<file path="src/assert_macros.svh">
// Concurrent check helpers, clocked on clock and off during reset.
`ifndef ASSERT_MACROS_SVH
`define ASSERT_MACROS_SVH

`define CHECK_IMPLY(label, cond, prop, msg) \
   label: assert property (@(posedge clock) disable iff (reset) (cond) |-> (prop)) \
      else $error(msg);

`define CHECK_NEXT(label, cond, prop, msg) \
   label: assert property (@(posedge clock) disable iff (reset) (cond) |=> (prop)) \
      else $error(msg);

`endif

</file>
<file path="src/uvsg_pkg.sv">
package uvsg_pkg;

   localparam int SINE_TABLE_DEPTH = 256;
   localparam int MAX_SEGMENTS     = 1024;

   localparam int QTR_W    = $clog2(SINE_TABLE_DEPTH);
   localparam int PHASE_W  = QTR_W + 2;
   localparam int TAB_W    = 15;
   localparam int TRIG_W   = TAB_W + 1;
   localparam int IDX_W    = 10;
   localparam int COUNT_W  = 11;
   localparam int DEN_W    = COUNT_W + 1;
   localparam int RADIUS_W = 16;
   localparam int COORD_W  = 17;
   localparam int SLOT_W   = 3;
   localparam int PROD_W   = 2 * TRIG_W;
   localparam int WIDE_W   = 48;
   localparam int YPROD_W  = RADIUS_W + 1 + TRIG_W;

   localparam int DIV_BITS  = 4;
   localparam int DIV_STEPS = 6;
   localparam int NUM_W     = DIV_BITS * DIV_STEPS;
   localparam int CNT_W     = 3;

   localparam logic [SLOT_W-1:0] LAST_SLOT = SLOT_W'(5);

   localparam int CSR_W = 2;
   localparam logic [CSR_W-1:0] CSR_RADIUS      = CSR_W'(0);
   localparam logic [CSR_W-1:0] CSR_SLICE_COUNT = CSR_W'(1);
   localparam logic [CSR_W-1:0] CSR_LAYER_COUNT = CSR_W'(2);

   localparam longint unsigned HALF_PI_Q30 = 64'd1686629713;
   localparam longint          ONE_Q30     = 64'd1073741824;

   typedef logic [TAB_W-1:0] sine_entry_type;
   typedef sine_entry_type sine_tab_type [0:SINE_TABLE_DEPTH];

   typedef struct packed {
      logic [PHASE_W-1:0] beta;
      logic [PHASE_W-1:0] nbeta;
      logic [PHASE_W-1:0] alpha;
      logic [PHASE_W-1:0] nalpha;
   } cell_angles_type;

   function automatic longint unsigned div_floor(input longint unsigned num,
                                                 input longint unsigned den);
      longint unsigned quo;
      longint unsigned rem;
      quo = '0;
      rem = '0;
      for (int i = 63; i >= 0; i--) begin
         rem = {rem[62:0], num[i]};
         if (rem >= den) begin
            rem    = rem - den;
            quo[i] = 1'b1;
         end
      end
      return quo;
   endfunction

   function automatic sine_tab_type build_sine_tab();
      sine_tab_type    tab;
      longint unsigned x;
      longint unsigned x2;
      longint unsigned term;
      longint          sum;
      for (int k = 0; k <= SINE_TABLE_DEPTH; k++) begin
         x    = (HALF_PI_Q30 * longint'(k)) >> QTR_W;
         x2   = (x * x) >> 30;
         term = x;
         sum  = longint'(x);
         for (int n = 1; n <= 9; n++) begin
            term = (term * x2) >> 30;
            term = div_floor(term, 64'((2 * n) * (2 * n + 1)));
            if ((n & 1) != 0) sum = sum - longint'(term);
            else sum = sum + longint'(term);
         end
         if (sum < 0) sum = 0;
         if (sum > ONE_Q30) sum = ONE_Q30;
         tab[k] = TAB_W'((longint'(sum) * 32767 + (64'd1 << 29)) >> 30);
      end
      return tab;
   endfunction

   localparam sine_tab_type SINE_TAB = build_sine_tab();

   function automatic logic signed [TRIG_W-1:0] phase_sine(input logic [PHASE_W-1:0] p);
      logic [QTR_W-1:0] r;
      logic [QTR_W:0]   idx;
      logic [TAB_W-1:0] mag;
      r   = p[QTR_W-1:0];
      idx = p[QTR_W] ? ((QTR_W+1)'(SINE_TABLE_DEPTH) - {1'b0, r}) : {1'b0, r};
      mag = SINE_TAB[idx];
      return p[PHASE_W-1] ? -$signed({1'b0, mag}) : $signed({1'b0, mag});
   endfunction

endpackage

</file>
<file path="src/uvsg_div.sv">
module uvsg_div (
   input  logic                           clock,
   input  logic                           load,
   input  logic                           step,
   input  logic [uvsg_pkg::NUM_W-1:0]     numer,
   input  logic [uvsg_pkg::DEN_W-1:0]     denom,
   output logic [uvsg_pkg::NUM_W-1:0]     quot,
   output logic [uvsg_pkg::NUM_W-1:0]     quot_step
);

   logic [uvsg_pkg::NUM_W-1:0] num_ff, num_in;
   logic [uvsg_pkg::DEN_W-1:0] rem_ff, rem_in;
   logic [uvsg_pkg::DEN_W-1:0] den_ff, den_in;
   logic [uvsg_pkg::NUM_W-1:0] n_w;
   logic [uvsg_pkg::DEN_W-1:0] r_w;
   logic [uvsg_pkg::DEN_W:0]   t_w;

   always_comb begin
      n_w = num_ff;
      r_w = rem_ff;
      for (int i = 0; i < uvsg_pkg::DIV_BITS; i++) begin
         t_w = {r_w, n_w[uvsg_pkg::NUM_W-1]};
         n_w = {n_w[uvsg_pkg::NUM_W-2:0], 1'b0};
         if (t_w >= {1'b0, den_ff}) begin
            t_w = t_w - {1'b0, den_ff};
            n_w[0] = 1'b1;
         end
         r_w = t_w[uvsg_pkg::DEN_W-1:0];
      end
      quot_step = n_w;
      num_in = num_ff;
      rem_in = rem_ff;
      den_in = den_ff;
      if (load) begin
         num_in = numer;
         rem_in = '0;
         den_in = denom;
      end else if (step) begin
         num_in = n_w;
         rem_in = r_w;
      end
   end

   always_ff @(posedge clock) begin
      num_ff <= num_in;
      rem_ff <= rem_in;
      den_ff <= den_in;
   end

   assign quot = num_ff;

endmodule

</file>
<file path="src/uvsg_front.sv">
`include "assert_macros.svh"

module uvsg_front (
   input  logic                              clock,
   input  logic                              reset,
   input  logic                              req_tvalid,
   output logic                              req_tready,
   input  logic [23:0]                       req_tdata,
   input  logic [uvsg_pkg::COUNT_W-1:0]      slice_count,
   input  logic [uvsg_pkg::COUNT_W-1:0]      layer_count,
   output logic                              push,
   input  logic                              push_ready,
   output uvsg_pkg::cell_angles_type         push_data
);

   localparam logic [uvsg_pkg::COUNT_W-1:0] MAX_C = uvsg_pkg::COUNT_W'(uvsg_pkg::MAX_SEGMENTS);
   localparam logic [uvsg_pkg::PHASE_W-1:0] BETA_OFS =
      uvsg_pkg::PHASE_W'(3 * uvsg_pkg::SINE_TABLE_DEPTH);
   localparam logic [uvsg_pkg::CNT_W-1:0] LAST_STEP = uvsg_pkg::CNT_W'(uvsg_pkg::DIV_STEPS - 1);

   logic                              busy_ff, busy_in;
   logic [uvsg_pkg::CNT_W-1:0]        cnt_ff, cnt_in;
   logic [uvsg_pkg::IDX_W-1:0]        li, si;
   logic [uvsg_pkg::COUNT_W-1:0]      nl, ns;
   logic [uvsg_pkg::DEN_W-1:0]        den_b, den_a;
   logic [uvsg_pkg::NUM_W-1:0]        num_b, num_nb, num_a, num_na;
   logic [uvsg_pkg::NUM_W-1:0]        q_b, q_nb, q_a, q_na;
   logic [uvsg_pkg::NUM_W-1:0]        qs_b, qs_nb, qs_a, qs_na;
   logic                              accept, done, step, at_last;

   assign li = req_tdata[uvsg_pkg::IDX_W-1:0];
   assign si = req_tdata[2*uvsg_pkg::IDX_W-1:uvsg_pkg::IDX_W];

   always_comb begin
      nl = (layer_count == '0) ? uvsg_pkg::COUNT_W'(1) :
           (layer_count > MAX_C) ? MAX_C : layer_count;
      ns = (slice_count == '0) ? uvsg_pkg::COUNT_W'(1) :
           (slice_count > MAX_C) ? MAX_C : slice_count;
      den_b  = {nl, 1'b0};
      den_a  = {ns, 1'b0};
      num_b  = (uvsg_pkg::NUM_W'(li) << uvsg_pkg::PHASE_W) + uvsg_pkg::NUM_W'(nl);
      num_nb = ((uvsg_pkg::NUM_W'(li) + uvsg_pkg::NUM_W'(1)) << uvsg_pkg::PHASE_W)
               + uvsg_pkg::NUM_W'(nl);
      num_a  = (uvsg_pkg::NUM_W'(si) << (uvsg_pkg::PHASE_W + 1)) + uvsg_pkg::NUM_W'(ns);
      num_na = ((uvsg_pkg::NUM_W'(si) + uvsg_pkg::NUM_W'(1)) << (uvsg_pkg::PHASE_W + 1))
               + uvsg_pkg::NUM_W'(ns);
   end

   assign at_last    = (cnt_ff == LAST_STEP);
   assign done       = busy_ff && (cnt_ff >= LAST_STEP);
   assign step       = busy_ff && (cnt_ff <= LAST_STEP);
   assign push       = done;
   assign req_tready = !busy_ff || (done && push_ready);
   assign accept     = req_tvalid && req_tready;

   always_comb begin
      push_data.beta   = (at_last ? qs_b[uvsg_pkg::PHASE_W-1:0] : q_b[uvsg_pkg::PHASE_W-1:0])
                         + BETA_OFS;
      push_data.nbeta  = (at_last ? qs_nb[uvsg_pkg::PHASE_W-1:0] : q_nb[uvsg_pkg::PHASE_W-1:0])
                         + BETA_OFS;
      push_data.alpha  = at_last ? qs_a[uvsg_pkg::PHASE_W-1:0] : q_a[uvsg_pkg::PHASE_W-1:0];
      push_data.nalpha = at_last ? qs_na[uvsg_pkg::PHASE_W-1:0] : q_na[uvsg_pkg::PHASE_W-1:0];
   end

   always_comb begin
      busy_in = busy_ff;
      cnt_in  = cnt_ff;
      if (step && !at_last) cnt_in = cnt_ff + uvsg_pkg::CNT_W'(1);
      if (step && at_last) cnt_in = LAST_STEP + uvsg_pkg::CNT_W'(1);
      if (done && push_ready) busy_in = 1'b0;
      if (accept) begin
         busy_in = 1'b1;
         cnt_in  = '0;
      end
   end

   always_ff @(posedge clock) begin
      if (reset) begin
         busy_ff <= 1'b0;
         cnt_ff  <= '0;
      end else begin
         busy_ff <= busy_in;
         cnt_ff  <= cnt_in;
      end
   end

   uvsg_div u_div_b  (.clock, .load(accept), .step, .numer(num_b),  .denom(den_b),
                      .quot(q_b),  .quot_step(qs_b));
   uvsg_div u_div_nb (.clock, .load(accept), .step, .numer(num_nb), .denom(den_b),
                      .quot(q_nb), .quot_step(qs_nb));
   uvsg_div u_div_a  (.clock, .load(accept), .step, .numer(num_a),  .denom(den_a),
                      .quot(q_a),  .quot_step(qs_a));
   uvsg_div u_div_na (.clock, .load(accept), .step, .numer(num_na), .denom(den_a),
                      .quot(q_na), .quot_step(qs_na));

   `CHECK_IMPLY(a_push_after_steps, push, cnt_ff >= LAST_STEP, "push before divide done")

endmodule

</file>
<file path="config.mk">
export PLATFORM = sky130hd
export DESIGN_NAME = uvsg_front
export DESIGN_NICKNAME = d
export VERILOG_FILES = /design/src/uvsg_pkg.sv /design/src/uvsg_div.sv /design/src/uvsg_front.sv
export VERILOG_INCLUDE_DIRS = /design/src /design/src/src
export SDC_FILE = /design/constraint.sdc
export NUM_CORES = 1
export LEC_CHECK = 0
export BUFFER_PORTS_ARGS = -buffer_cell sky130_fd_sc_hd__buf_2
export CAP_MARGIN = 20
export CORE_ASPECT_RATIO = 0.7
export CORE_MARGIN = 4
export CORE_UTILIZATION = 50
export CTS_CLUSTER_SIZE = 12
export DETAILED_ROUTE_END_ITERATION = 7
export PLACE_DENSITY = 0.71
export SETUP_SLACK_MARGIN = 0.15
export SYNTH_ARGS = -nofsm -noshare
export SYNTH_HDL_FRONTEND = slang
export SYNTH_SLANG_ARGS = --single-unit
</file>
<file path="constraint.sdc">
create_clock -name clock -period 30 [get_ports clock]
set_input_delay 7.5 -clock clock [delete_from_list [all_inputs] [get_ports clock]]
set_output_delay 7.5 -clock clock [all_outputs]
set_load 0.1 [all_outputs]
</file>
==> metrics.txt <==
site row count 56; die width 231 um; Async SR Flop Fraction 0%; syn nets 2,293; clk_lat worst skew 0.46 ns; Cells after Synth 2,043; Final nets 2,343; Clock Skews 0.0201 ns; CTS clock-pin slew for the worst setup and hold paths 0.07 ns; post-synthesis cell type count 95; largest fanout on the critical path 16; Syn-to-layout area delta 8.36%; CP peak stage delay 0.77 ns; cts repair resizes 0; fin worst setup slack 9.92 ns; Starting Density 51.2%; Worst Setup SP u_div_nb.den_ff[2]$_DFFE_PP_; CP Buf/Inv Count 3; maxcap violations 0; Placeable Area 33,900 sq um; total CTS buffers 17; Critical Path End push_data[20]; Place WS 10.80 ns; r2r worst-path depth 37; post-DR wirelength/cell 20.0 um; final cycle utilization of the critical path 66.9%; largest net degree at the start of global routing 77; Final Hold Fails 0; fraction of layout cells with a size suffix above 1 11.8%; Worst Path Required 22.50 ns; CTS max path bufs 2; Crit Path Class reg2out; most common library cells after synthesis nand2_1 (233), ha_1 (184), a21oi_1 (154), o21ai_0 (150), nor2_1 (123); CTS tree built; Placer Congestion 0.942; Die Height 164 um; 1st-iter DRT viols 1,759; Post CTS Setup Buffer Count 0; initial antenna violation count 2; leading area contributor after synthesis edfxtp_1; vias in the first global route 14,412; CP Depth 38; Max Slew Vio Count 0; sequential area share after synthesis 26.4%; via/cell ratio 6.20; critical path endpoint category primary output; Slew @ Worst Pin 1.10 ns; vias post-DR 15,930; delay-heaviest family, CP compound AO/OA/AOI/OAI gates; CP Launch Type flip-flop; remaining antenna violation count 0; die area 37,800 sq um; dpl hpwl 39,100 um; largest family of logic cells by synthesized area compound AO/OA/AOI/OAI gates; WL final 51,500 um; FF-to-FF setup slack 17.97 ns; worst r2r src u_div_nb.den_ff[2]$_DFFE_PP_; drt pass-1 iters 5; worst r2r dst u_div_nb.rem_ff[9]$_SDFFE_PP0P_; GR Util All Layers 26.6%; Post-Synth XOR/XNOR Area 7.31%; Seq cells post-synth 170; Synth Area in Simple Gates 18.6%; hold buffer count at CTS 0; Synth Area per Inst 8.51 sq um; run status completed; Netlist Area Pre-Place 17,400 sq um; main flop type after synthesis edfxtp_1; multiplexer share of the synthesized area 6.99%; Sum Neg Setup Slack 0 ns; Tmin final 20.08 ns; final setup fails 0; DRC viols 0; max frequency 0.0498 GHz; slowest stage cell on the critical path a21oi_2; Congestion Overflow GR 0; Area contributors post-synth edfxtp_1 (20%), ha_1 (13%), dfxtp_1 (6.0%); first-pass GRT wire length 80,300 um; Synth Area in Adders 15.1%; Cell Count, Final, Fillers Out 2,571; post-synth top area share 20.4%; crit path DAT 12.58 ns; I/O pin cnt 92; count leader, synth nand2_1; unrepaired setup endpoints after global routing no; IO Port Bufs 87; Syn. warnings 0; root buffer cell clkbuf_16; H-tree levels 4; Hold Path Class reg2reg; CTS sink cnt 170; Compound-Gate Fraction of Synth Area 21.6%; number of synthesized flops with an enable pin 118; Worst slew margin 26.1%; placed instance count 2,537
-- tightest hold or removal path: cells and delay by family, from the launching register on --
kind | cells | cell delay [ns]
AOI/OAI and AO/OA | 1 | 0.05
DFF | 1 | 0.33
and+or+nand+nor | 1 | 0.05
-- stage by stage --
stage | utilization, % | cell area [sq um] | hold slack [ns]
after floorplan | - | 17400 | 0.436
after global placement | 53.7 | 18200 | 0.448
after detailed placement | 53.7 | 18200 | 0.453
after CTS | 55.5 | 18800 | 0.464
after global routing | 55.5 | 18800 | 0.490
final | 55.5 | 18800 | 0.466
-- area by class of cell --
cell class                 count  area, sq um
antenna                        1         2.50
inverter                     104          393
multi-input combinational   1696        12100
sequential                   170         4580
tap                          464          581
timing repair buffer         104          571
clock inverter                15          176
fill                        3072        15100
clock buffer                  17          425
-- registers in the layout (all words and copies together), names as in the netlist --
register	cells
u_div_nb.rem_ff	12
u_div_a.quot	24
u_div_nb.quot	24
u_div_b.rem_ff	12
u_div_a.rem_ff	12
u_div_nb.den_ff	11
u_div_na.rem_ff	12
cnt_ff	3
u_div_na.quot	24
u_div_b.quot	24
u_div_na.den_ff	11
busy_ff	1
-- cell usage in the layout (no fill, tap or decap), types with 10 or more instances in the layout --
cell type  count
inv_1        102
dfxtp_1       52
a31oi_1       16
edfxtp_1     118
a211oi_1      11
mux2_2        66
nand3_1       64
a21o_1        51
o21bai_1      11
and2_1        21
buf_2         87
or2_2         12
xor2_1        53
nand2_1      231
buf_4         16
a211o_1       10
nor3_1        37
clkbuf_16     17
a22o_1        27
o21ai_0      149
nor2_1       123
ha_1         184
xnor2_1       92
o311ai_0      17
o31ai_1       13
nand4_1       22
mux2i_1       43
nand2b_1      36
o21a_1        18
fa_1          16
nor4_1        17
nor2b_1       52
and3_1        14
a21oi_1      154
-- worst min path at each step --
stage | startpoint | to | cells past startpoint
2_1_floorplan | u_div_b.rem_ff[0]$_SDFFE_PP0P_ | u_div_b.rem_ff[0]$_SDFFE_PP0P_ | 2
4_1_cts | u_div_b.rem_ff[0]$_SDFFE_PP0P_ | u_div_b.rem_ff[0]$_SDFFE_PP0P_ | 2
6_report | u_div_nb.rem_ff[2]$_SDFFE_PP0P_ | u_div_nb.rem_ff[2]$_SDFFE_PP0P_ | 2
3_5_place_dp | u_div_b.rem_ff[0]$_SDFFE_PP0P_ | u_div_b.rem_ff[0]$_SDFFE_PP0P_ | 2
5_1_grt | u_div_b.rem_ff[0]$_SDFFE_PP0P_ | u_div_b.rem_ff[0]$_SDFFE_PP0P_ | 2
3_3_place_gp | u_div_b.rem_ff[0]$_SDFFE_PP0P_ | u_div_b.rem_ff[0]$_SDFFE_PP0P_ | 2
-- layer usage --
metal / vias to the layer above / GRT usage, % / part of all wire [%]
met5: - / 0 / 0.025
li1: 7613 / - / -
met4: 2 / 4.48 / 1.1
met2: 692 / 37.1 / 40
met1: 7573 / 42.5 / 50
met3: 50 / 5.27 / 9.8
-- cells by family (layout without fill, tap and decap cells) --
family          Yosys count  count (layout)
other cells               0               1
flops                   170             170
fa+ha+maj               200             200
compound gates          570             570
buf+inv                 177             240
simple gates            669             669
mux                     112             112
xor+xnor                145             145
Power is not shown: default switching activity piles up to over one toggle a cycle in this logic, so the estimate is an artifact.
