File: src/assert_macros.svh
// Concurrent check helpers, clocked on clock and off during reset.
`ifndef ASSERT_MACROS_SVH
`define ASSERT_MACROS_SVH

`define CHECK_IMPLY(label, cond, prop, msg) \
   label: assert property (@(posedge clock) disable iff (reset) (cond) |-> (prop)) \
      else $error(msg);

`define CHECK_NEXT(label, cond, prop, msg) \
   label: assert property (@(posedge clock) disable iff (reset) (cond) |=> (prop)) \
      else $error(msg);

`endif

File: src/uvsg_pkg.sv
package uvsg_pkg;

   localparam int SINE_TABLE_DEPTH = 256;
   localparam int MAX_SEGMENTS     = 1024;

   localparam int QTR_W    = $clog2(SINE_TABLE_DEPTH);
   localparam int PHASE_W  = QTR_W + 2;
   localparam int TAB_W    = 15;
   localparam int TRIG_W   = TAB_W + 1;
   localparam int IDX_W    = 10;
   localparam int COUNT_W  = 11;
   localparam int DEN_W    = COUNT_W + 1;
   localparam int RADIUS_W = 16;
   localparam int COORD_W  = 17;
   localparam int SLOT_W   = 3;
   localparam int PROD_W   = 2 * TRIG_W;
   localparam int WIDE_W   = 48;
   localparam int YPROD_W  = RADIUS_W + 1 + TRIG_W;

   localparam int DIV_BITS  = 4;
   localparam int DIV_STEPS = 6;
   localparam int NUM_W     = DIV_BITS * DIV_STEPS;
   localparam int CNT_W     = 3;

   localparam logic [SLOT_W-1:0] LAST_SLOT = SLOT_W'(5);

   localparam int CSR_W = 2;
   localparam logic [CSR_W-1:0] CSR_RADIUS      = CSR_W'(0);
   localparam logic [CSR_W-1:0] CSR_SLICE_COUNT = CSR_W'(1);
   localparam logic [CSR_W-1:0] CSR_LAYER_COUNT = CSR_W'(2);

   localparam longint unsigned HALF_PI_Q30 = 64'd1686629713;
   localparam longint          ONE_Q30     = 64'd1073741824;

   typedef logic [TAB_W-1:0] sine_entry_type;
   typedef sine_entry_type sine_tab_type [0:SINE_TABLE_DEPTH];

   typedef struct packed {
      logic [PHASE_W-1:0] beta;
      logic [PHASE_W-1:0] nbeta;
      logic [PHASE_W-1:0] alpha;
      logic [PHASE_W-1:0] nalpha;
   } cell_angles_type;

   function automatic longint unsigned div_floor(input longint unsigned num,
                                                 input longint unsigned den);
      longint unsigned quo;
      longint unsigned rem;
      quo = '0;
      rem = '0;
      for (int i = 63; i >= 0; i--) begin
         rem = {rem[62:0], num[i]};
         if (rem >= den) begin
            rem    = rem - den;
            quo[i] = 1'b1;
         end
      end
      return quo;
   endfunction

   function automatic sine_tab_type build_sine_tab();
      sine_tab_type    tab;
      longint unsigned x;
      longint unsigned x2;
      longint unsigned term;
      longint          sum;
      for (int k = 0; k <= SINE_TABLE_DEPTH; k++) begin
         x    = (HALF_PI_Q30 * longint'(k)) >> QTR_W;
         x2   = (x * x) >> 30;
         term = x;
         sum  = longint'(x);
         for (int n = 1; n <= 9; n++) begin
            term = (term * x2) >> 30;
            term = div_floor(term, 64'((2 * n) * (2 * n + 1)));
            if ((n & 1) != 0) sum = sum - longint'(term);
            else sum = sum + longint'(term);
         end
         if (sum < 0) sum = 0;
         if (sum > ONE_Q30) sum = ONE_Q30;
         tab[k] = TAB_W'((longint'(sum) * 32767 + (64'd1 << 29)) >> 30);
      end
      return tab;
   endfunction

   localparam sine_tab_type SINE_TAB = build_sine_tab();

   function automatic logic signed [TRIG_W-1:0] phase_sine(input logic [PHASE_W-1:0] p);
      logic [QTR_W-1:0] r;
      logic [QTR_W:0]   idx;
      logic [TAB_W-1:0] mag;
      r   = p[QTR_W-1:0];
      idx = p[QTR_W] ? ((QTR_W+1)'(SINE_TABLE_DEPTH) - {1'b0, r}) : {1'b0, r};
      mag = SINE_TAB[idx];
      return p[PHASE_W-1] ? -$signed({1'b0, mag}) : $signed({1'b0, mag});
   endfunction

endpackage

File: src/uvsg_queue.sv
`include "assert_macros.svh"

module uvsg_queue (
   input  logic                       clock,
   input  logic                       reset,
   input  logic                       push,
   output logic                       push_ready,
   input  uvsg_pkg::cell_angles_type  push_data,
   output logic                       pop_valid,
   input  logic                       pop,
   output uvsg_pkg::cell_angles_type  pop_data
);

   uvsg_pkg::cell_angles_type mem_ff [0:1];
   logic       wr_ff, wr_in;
   logic       rd_ff, rd_in;
   logic [1:0] count_ff, count_in;
   logic       do_push, do_pop;

   assign push_ready = (count_ff != 2'd2);
   assign pop_valid  = (count_ff != 2'd0);
   assign pop_data   = mem_ff[rd_ff];
   assign do_push    = push && push_ready;
   assign do_pop     = pop && pop_valid;

   always_comb begin
      wr_in    = do_push ? !wr_ff : wr_ff;
      rd_in    = do_pop ? !rd_ff : rd_ff;
      count_in = count_ff + {1'b0, do_push} - {1'b0, do_pop};
   end

   always_ff @(posedge clock) begin
      if (reset) begin
         wr_ff    <= 1'b0;
         rd_ff    <= 1'b0;
         count_ff <= '0;
      end else begin
         wr_ff    <= wr_in;
         rd_ff    <= rd_in;
         count_ff <= count_in;
      end
   end

   always_ff @(posedge clock) begin
      if (do_push) mem_ff[wr_ff] <= push_data;
   end

   `CHECK_IMPLY(a_count_ptrs, count_ff == 2'd0 || count_ff == 2'd2, wr_ff == rd_ff,
                "queue pointers out of step")

endmodule

File: config.mk
export PLATFORM = sky130hd
export DESIGN_NAME = uvsg_queue
export DESIGN_NICKNAME = d
export VERILOG_FILES = /design/src/uvsg_pkg.sv /design/src/uvsg_queue.sv
export VERILOG_INCLUDE_DIRS = /design/src /design/src/src
export SDC_FILE = /design/constraint.sdc
export NUM_CORES = 1
export LEC_CHECK = 0
export CAP_MARGIN = 20
export CORE_MARGIN = 2
export CORE_UTILIZATION = 30
export DETAILED_ROUTE_END_ITERATION = 6
export DONT_BUFFER_PORTS = 1
export HOLD_SLACK_MARGIN = 0.08
export MAX_ROUTING_LAYER = met4
export PLACE_DENSITY = 0.55
export SETUP_SLACK_MARGIN = 0.3
export SKIP_CTS_REPAIR_TIMING = 1
export SLEW_MARGIN = 30
export SYNTH_ARGS = -nofsm -noshare
export SYNTH_HDL_FRONTEND = slang
export SYNTH_SLANG_ARGS = --single-unit
File: constraint.sdc
create_clock -name clock -period 4.65 [get_ports clock]
set_input_delay 0.2325 -clock clock [delete_from_list [all_inputs] [get_ports clock]]
set_output_delay 0.2325 -clock clock [all_outputs]
set_load 0.005 [all_outputs]
==> flow_summary.ini, run 1 <==
[grt]
use_met1_pct = 10.4
grt_usage_pct = 9.73
use_met2_pct = 14.7
first_global_vias = 1386
grt_pass1_wl_um = 7660
met3_usage_pct = 5.21
grt_most_used_layer = met2
grt_max_degree = 41
antenna_found_initial = 0
grt-ovfl-total = 0

[worst_setup_path]
ff2ff_path_depth = 3
crit_fanout = 40
critPathLaunchType = flop
slowest_delay_ps = 590
r2r_end = mem_ff[0][29]$_DFFE_PP_
cpMaxStageDelayCell = clkinv_2
timing.critical_path.to_type = flop
arrival_ps = 1690
critical_path_class = reg2reg
r2r_slack_ps = 2810
worstPathRequired_ps = 4500
path_cells = nand2b_1, nand3b_1, clkinv_2
regToRegStartpoint = count_ff[1]$_SDFF_PP0_
cp-startpoint = count_ff[1]$_SDFF_PP0_

[die]
io_pins = 86
coreArea_mm2 = 0.0102
start_util_pct = 30.6
dieArea_mm2 = 0.0113
num_rows = 37
die_w_um = 106
die_y_um = 106

[outcome]
status = finished, final reports clean

[synthesis]
synth_nets = 198
netlist_area_mm2 = 0.00313
synth_top_family_by_area = multiplexers
syn_area_per_cell_um2 = 20.5
ys_seq_area_share_pct = 79.9
synthXorXnorAreaFrac_pct = 0.280
synth_fa_ha_area_share_pct = 0.399
yosys-mux-area-fraction_pct = 14.4
yosys_warnings = 0
synth-simple-area-share_pct = 2.92
synthDistinctLibCells = 23
synth-compound-area-share_pct = 1.40
synthCells = 153
synth-seq-cells = 85

[hold_path]
hold_end = wr_ff$_SDFFE_PP0P_
holdPathStages = 2
min_from = push
hold_path.class = in2reg

[timing]
finalSetupViolCount = 0
finalCritPeriodShare_pct = 39.7
tightest_slew_ps = 746
slew_viol_final = 0
hold_viol_final = 0
period_needed_ps = 1840
rsz0062_at_grt = no
max_clock_freq_mhz = 542
fin_skew_ps = 12.8
relSlewSlack_pct = 50.2
setup_tns_ps = 0

[final_layout]
fin_nets = 247
synthToLayoutAreaGrowth_pct = 24.4
n_antenna_cell = 0
fin_area_mm2 = 0.00390
drive_above_1_share_pct = 8.70

[clock_network]
cts.htree.levels = 3
clk_pin_slew_ps = 80
clock_latency_ps = 340
cts_num_sinks = 85
tritoncts = done
root_buffer = clkbuf_8
cts_buffers = 9
clk_path_buf_depth = 2

[power_and_ir_drop]
ir_drop_uv = 201
p_per_area_mw_per_mm2 = 438
p_leak_nw = 1.29

[drt]
drc = 0
drt-initial-drc-count = 48
wl_per_cell_um = 14.7
wl_um = 5060
viasPerCell = 4.33
vias = 1485
first_pass_iters = 4
ant_nets = 0

[placed_design]
dpl.hpwl_um = 2920
gp_congestion = 0.618
placed_area_mm2 = 0.00329
port_buffers = 0

[flow_run]
max-cap-violations = 0
[through the flow]
| step | setup WS [ps] | utilization, % | hold slack (ps) | total power [mW] | cells |
|---|---|---|---|---|---|
| floorplan | 2640 | - | 302 | 1.16 | 153 |
| global placement | 2710 | 32.1 | 300 | 1.21 | 285 |
| detailed placement | 2750 | 32.2 | 298 | 1.22 | 285 |
| CTS | 2730 | 34.0 | -86.5 | 1.71 | 301 |
| global route | 2570 | 38.1 | 97.3 | 1.80 | 343 |
| finish | 2810 | 38.1 | 100 | 1.71 | 343 |
[cell families after synthesis]
| family | Yosys count |
|---|---|
| buffers and inverters | 5 |
| DFF | 85 |
| adders and majority gates | 1 |
| AOI/OAI and AO/OA | 6 |
| muxes | 40 |
| and+or+nand+nor | 15 |
| xor gates and xnor gates | 1 |
[metal layers]
layer	part of all wire [%]	up-vias	routed length (um)
li1	-	695	-
met4	1.5	0	74
met2	49	51	2490
met1	43	733	2160
met3	6.5	6	329
met5	0	-	0
[area by class of cell]
class                           instances  area [um2]
Clock buffer                           11         131
Clock inverter                          5        51.3
Fill cell                             959        6330
Inverter                                1        5.00
Multi-Input combinational cell         63         612
Sequential cell                        85        2510
Tap cell                              136         170
Timing Repair Buffer                   42         420
[worst max path at each step]
stage | slack (ps) | depth (start not counted) | end
3_5_place_dp | 2750 | 3 | mem_ff[0][3]$_DFFE_PP_
4_1_cts | 2730 | 3 | mem_ff[0][36]$_DFFE_PP_
3_3_place_gp | 2710 | 2 | mem_ff[1][33]$_DFFE_PP_
5_1_grt | 2570 | 3 | mem_ff[0][4]$_DFFE_PP_
6_report | 2810 | 3 | mem_ff[0][29]$_DFFE_PP_
2_1_floorplan | 2640 | 2 | mem_ff[1][0]$_DFFE_PP_
[power breakdown]
group,internal [mW],switching (mW)
Combinational,0.113,0.113
Sequential,0.931,0.0614
Clock,0.245,0.242
Total,1.29,0.417
[cells in the final DEF, fill, tap and decap left out, types with 2 or more instances in the layout]
cell and instances:
edfxtp_1 80, dlygate4sd3_1 42, mux2_1 40, clkbuf_8 9, nor2_1 4, dfxtp_1 4
clkinv_2 3, nor2b_1 2, clkbuf_1 2
[critical path: cells and delay by family, from the launching register on]
family                 cells  cell delay [ps]
buffers and inverters      1              590
and+or+nand+nor            2              310
DFF                        1              430
[Yosys cell counts]
cell	count	area, um2
a21bo_1	1	10.0
a21oi_1	1	5.00
and3_1	2	12.5
buf_2	4	20.0
dfxtp_1	5	100
edfxtp_1	80	2400
ha_1	1	12.5
inv_1	1	3.75
mux2_1	40	450
nand2b_1	1	6.26
nand3_1	1	5.00
nand3b_1	1	7.51
nor2_1	4	15.0
nor2b_1	2	12.5
nor3_2	1	10.0
nor4_1	1	6.26
nor4bb_1	1	10.0
o21ai_0	1	5.00
o21ai_1	1	5.00
o21ba_1	1	10.0
o31a_1	1	8.76
or2_2	1	6.26
xor2_1	1	8.76
[sequential cells by signal (all words and copies together), names as in the netlist, named ones only]
name,flops
wr_ff,1
count_ff,2
rd_ff,1
mem_ff,80
Power figures use the tool's default switching activity.
==> run 2, diff against run 1 <==
Settings changed: PLACE_DENSITY 0.55 to 0.56.
Clock period 4.65 ns to 1.6 ns, I/O delays scaled along.
==> run 2 against run 1 <==
- clock power rose to 2.5 times the previous value
- first-iteration DRC count fell by 4.2%
- die area did not move
- cell area rose by 10%
- routed wire length rose by 20%
- clock skew barely moved
- register-to-register slack got worse by 2600 ps
- count of clock-buffer cells in the layout fell by 2
- largest cell class unchanged
==> flow_summary.ini, run 2 (synthesized netlist as in run 1, its figures left out) <==
[worst_setup_path]
timing.critical_path.to_type = output port
crit_fanout = 20
critical_path_class = reg2out
path_cells = clkbuf_16, mux2_1
cpMaxStageDelayCell = dfxtp_4
critPathLaunchType = flop
worstPathRequired_ps = 1520
arrival_ps = 1340
regToRegStartpoint = count_ff[1]$_SDFF_PP0_
slowest_delay_ps = 400

[timing]
finalSetupViolCount = 0
hold_viol_final = 0
tightest_slew_ps = 683
rsz0062_at_grt = yes
period_needed_ps = 1420
setup_tns_ps = 0
relSlewSlack_pct = 53.8
finalCritPeriodShare_pct = 88.6
slew_viol_final = 0
max_clock_freq_mhz = 706
fin_skew_ps = 12.8

[die]
io_pins = 86
die_y_um = 106
die_w_um = 106
coreArea_mm2 = 0.0102
dieArea_mm2 = 0.0113
num_rows = 37
start_util_pct = 30.6

[final_layout]
n_antenna_cell = 0
fin_nets = 268
mostFrequentLayoutCells = edfxtp_1 (80), dlygate4sd3_1 (43), mux2_1 (31), mux2_2 (9), clkbuf_8 (9)
fin_area_mm2 = 0.00429
largest_registers = mem_ff: 80 flops, count_ff: 2 flops
synthToLayoutAreaGrowth_pct = 36.9
num-fill-cells = 941
largest_register_ff_count = 80
top_register = mem_ff
seqCellArea_mm2 = 0.00251
multiInputGateArea_um2 = 644
layout_commonest_cell = edfxtp_1
drive_above_1_share_pct = 22.8

[clock_network]
cts_num_sinks = 85
clk_path_buf_depth = 2
tritoncts = done
clk_pin_slew_ps = 80
clock_latency_ps = 360
cts_buffers = 9
root_buffer = clkbuf_8
cts.htree.levels = 3

[drt]
ant_nets = 0
wl_per_cell_um = 16.7
vias = 1588
drc = 0
drt-initial-drc-count = 46
first_pass_iters = 4
viasPerCell = 4.36
wl_um = 6080

[grt]
grt_pass1_wl_um = 7250
first_global_vias = 1354
antenna_found_initial = 0
grt-ovfl-total = 0
grt_usage_pct = 9.16
grt_max_degree = 41

[flow_run]
max-cap-violations = 0

[placed_design]
placed_area_mm2 = 0.00338
port_buffers = 0
dpl.hpwl_um = 2900
gp_congestion = 0.645

[hold_path]
min_from = pop
hold_path.class = in2reg

[outcome]
status = finished, final reports clean

[power_and_ir_drop]
p_leak_nw = 1.45
p_per_area_mw_per_mm2 = 1210
ir_drop_uv = 381
==> run 2: routing by layer <==
layer | share of wire (%) | GRT usage (%) | vias to the layer above | wire, um
met5 | 0 | - | - | 0
met4 | 2.1 | 5.36 | 0 | 130
met3 | 6.6 | 5.40 | 9 | 399
met2 | 49 | 13.8 | 49 | 2950
met1 | 43 | 9.19 | 785 | 2590
li1 | - | - | 745 | -
==> run 2: cell type report <==
type / instances / share of cell area (%)
Timing Repair Buffer: 63 / 18.7
Clock inverter: 7 / 0.758
Tap cell: 136 / 3.97
Multi-Input combinational cell: 63 / 15.0
Sequential cell: 85 / 58.5
Inverter: 1 / 0.175
Clock buffer: 9 / 2.89
==> run 2: through the flow <==
step                worst slack [ps]  instances  hold slack [ps]  util, %  total power [mW]
floorplan                       17.4        153              140        -              3.39
global placement                 256        288              142     33.0              3.60
detailed placement               233        288              146     33.0              3.61
CTS                              122        304             -243     34.5              4.85
global route                     122        364             90.5     41.9              5.43
finish                           183        364             95.0     41.9              5.17
==> run 2: power breakdown <==
part           total (mW)  internal [mW]  switching, mW  leakage, nW
clock                1.24          0.536          0.704       0.0789
sequential           2.78           2.70         0.0776        0.791
combinational        1.15          0.619          0.532        0.581
total                5.17           3.86           1.31         1.45
==> run 2: worst paths after layout <==
check / to / slack (ps) / depth (start not counted)
hold reg to reg: rd_ff$_SDFFE_PP0P_ / 510 / 2
setup / recovery: pop_data[29] / 180 / 2
setup reg to reg: mem_ff[0][26]$_DFFE_PP_ / 210 / 5
hold / removal: count_ff[1]$_SDFF_PP0_ / 90 / 3
==> run 2: critical path, delay by kind of cell, from the launching register on <==
family                 cells  cell delay (ps)
buffers and inverters      1              210
DFF                        1              400
muxes                      1              360
==> run 3, diff against run 2 <==
Settings changed: PLACE_DENSITY 0.56 to 0.55, SETUP_SLACK_MARGIN 0.3 to 0.1.
Clock period 1.6 ns to 1.5 ns, I/O delays scaled along.
==> run 3 against run 2 <==
- setup slack worse by 98 ps
- largest power group unchanged
- sequential power increased by 7.2%
- clock skew decreased by 9.4 ps
- utilization fell by 1.8 points
- count of clock-buffer cells in the layout up 2
- sequential cell count did not move
- non-clock buffer count shrank 11
- register-to-register slack worse by 130 ps
- die area is the same
- clock power grew 35%
- worst hold slack better by 31 ps
==> flow_summary.ini, run 3 (synthesized netlist as in run 1, its figures left out) <==
[outcome]
status = finished, final reports clean

[timing]
finalSetupViolCount = 0
rsz0062_at_grt = yes
max_clock_freq_mhz = 707
finalCritPeriodShare_pct = 94.3
worst_slack_ps = 84.9
setup_tns_ps = 0
tightest_slew_ps = 445
fin_skew_ps = 3.37
period_needed_ps = 1420
hold_viol_final = 0
relSlewSlack_pct = 69.9
slew_viol_final = 0

[worst_setup_path]
worstPathRequired_ps = 1730
critPathLaunchType = flop
timing.critical_path.to_type = flop
critical_path_class = reg2reg
arrival_ps = 1650
crit_fanout = 7

[die]
die_w_um = 106
dieArea_mm2 = 0.0113
start_util_pct = 30.6
num_rows = 37
die_y_um = 106
io_pins = 86
coreArea_mm2 = 0.0102

[hold_path]
hold_path.class = in2reg

[final_layout]
synthToLayoutAreaGrowth_pct = 31.2
n_antenna_cell = 0
final_cells = 353
post-route-util_pct = 40.2
fin_nets = 257
mostFrequentLayoutCells = edfxtp_1 (80), dlygate4sd3_1 (43), mux2_1 (35), clkbuf_8 (9), mux2_2 (5)
num-fill-cells = 940
top_register = mem_ff
fin_area_mm2 = 0.00411
layout_commonest_cell = edfxtp_1
largest_registers = mem_ff: 80 flops, count_ff: 2 flops
largest_register_ff_count = 80
drive_above_1_share_pct = 17.5

[drt]
first_pass_iters = 4
wl_um = 5600
ant_nets = 0
viasPerCell = 4.29
drt-initial-drc-count = 80
wl_per_cell_um = 15.9
drc = 0
vias = 1513

[flow_run]
max-cap-violations = 0

[placed_design]
placed_cells = 292
dpl.hpwl_um = 3240
placed_area_mm2 = 0.00340
gp_congestion = 0.707
port_buffers = 0
post-place-ws_ps = 12.2

[clock_network]
clk_path_buf_depth = 2
clk_pin_slew_ps = 80
cts_buffers = 9
clock_latency_ps = 340
cts_num_sinks = 85
cts.htree.levels = 3
tritoncts = done
root_buffer = clkbuf_8

[grt]
antenna_found_initial = 0
grt_usage_pct = 9.96
grt_pass1_wl_um = 7730
grt-ovfl-total = 0
grt_max_degree = 27
first_global_vias = 1404

[power_and_ir_drop]
ir_drop_uv = 556
p_per_area_mw_per_mm2 = 1380
p_leak_nw = 1.38
## run 3: cell count changes in the layout (fill, tap and decap cells not counted), moves of 2 or more
cell,change
buf_12,-3
buf_6,-3
bufinv_16,+2
clkbuf_1,+2
clkbuf_16,-5
clkinv_1,-4
mux2_1,+4
mux2_2,-4
## run 3: where the power goes
| group | total, mW | internal (mW) | switching (mW) |
|---|---|---|---|
| sequential | 2.98 | 2.89 | 0.0911 |
| clock | 1.67 | 0.930 | 0.738 |
| combinational | 1.04 | 0.526 | 0.512 |
## run 3: path summary, 6_finish.rpt
kind / start / to / slack, ps / cells after the start
worst min register to register: rd_ff$_SDFFE_PP0P_ / flop / 520 / 2
worst max-delay path: count_ff[1]$_SDFF_PP0_ / count_ff[1]$_SDFF_PP0_ / 80 / 6
worst min-delay path: pop / count_ff[0]$_SDFF_PP0_ / 130 / 4
worst max register to register: count_ff[1]$_SDFF_PP0_ / count_ff[1]$_SDFF_PP0_ / 80 / 6
## run 3: final cells by class
cell class                 count  area, um2  share of cell area [%]
clock buffer                  11        131                    3.20
clock inverter                 5       75.1                    1.83
timing repair buffer          52        582                    14.2
multi-input combinational     63        629                    15.3
sequential                    85       2510                    61.2
inverter                       1       7.51                   0.183
tap                          136        170                    4.14
## run 3: critical path: stages, from the launching register on
cell and delay [ps]:
dfxtp_4 390, nor2b_4 180, o21ba_1 140, nor2_1 40, ha_1 200, nor4_2 270, nor3_2 80
## run 3: per-layer routing
metal / vias to the layer above / global-route usage (%) / wire length, um
met3: 8 / 5.40 / 315
li1: 719 / - / -
met4: 0 / 4.79 / 85
met2: 47 / 15.5 / 2910
met5: - / - / 0
met1: 739 / 10.3 / 2290
## run 3: metrics by stage
| step | power (mW) | hold WS, ps |
|---|---|---|
| 3_5_place_dp | 3.88 | 142 |
| 3_3_place_gp | 3.88 | 139 |
| 4_1_cts | 5.60 | -247 |
| 2_1_floorplan | 3.61 | 137 |
| 6_report | 5.68 | 126 |
| 5_1_grt | 5.99 | 136 |
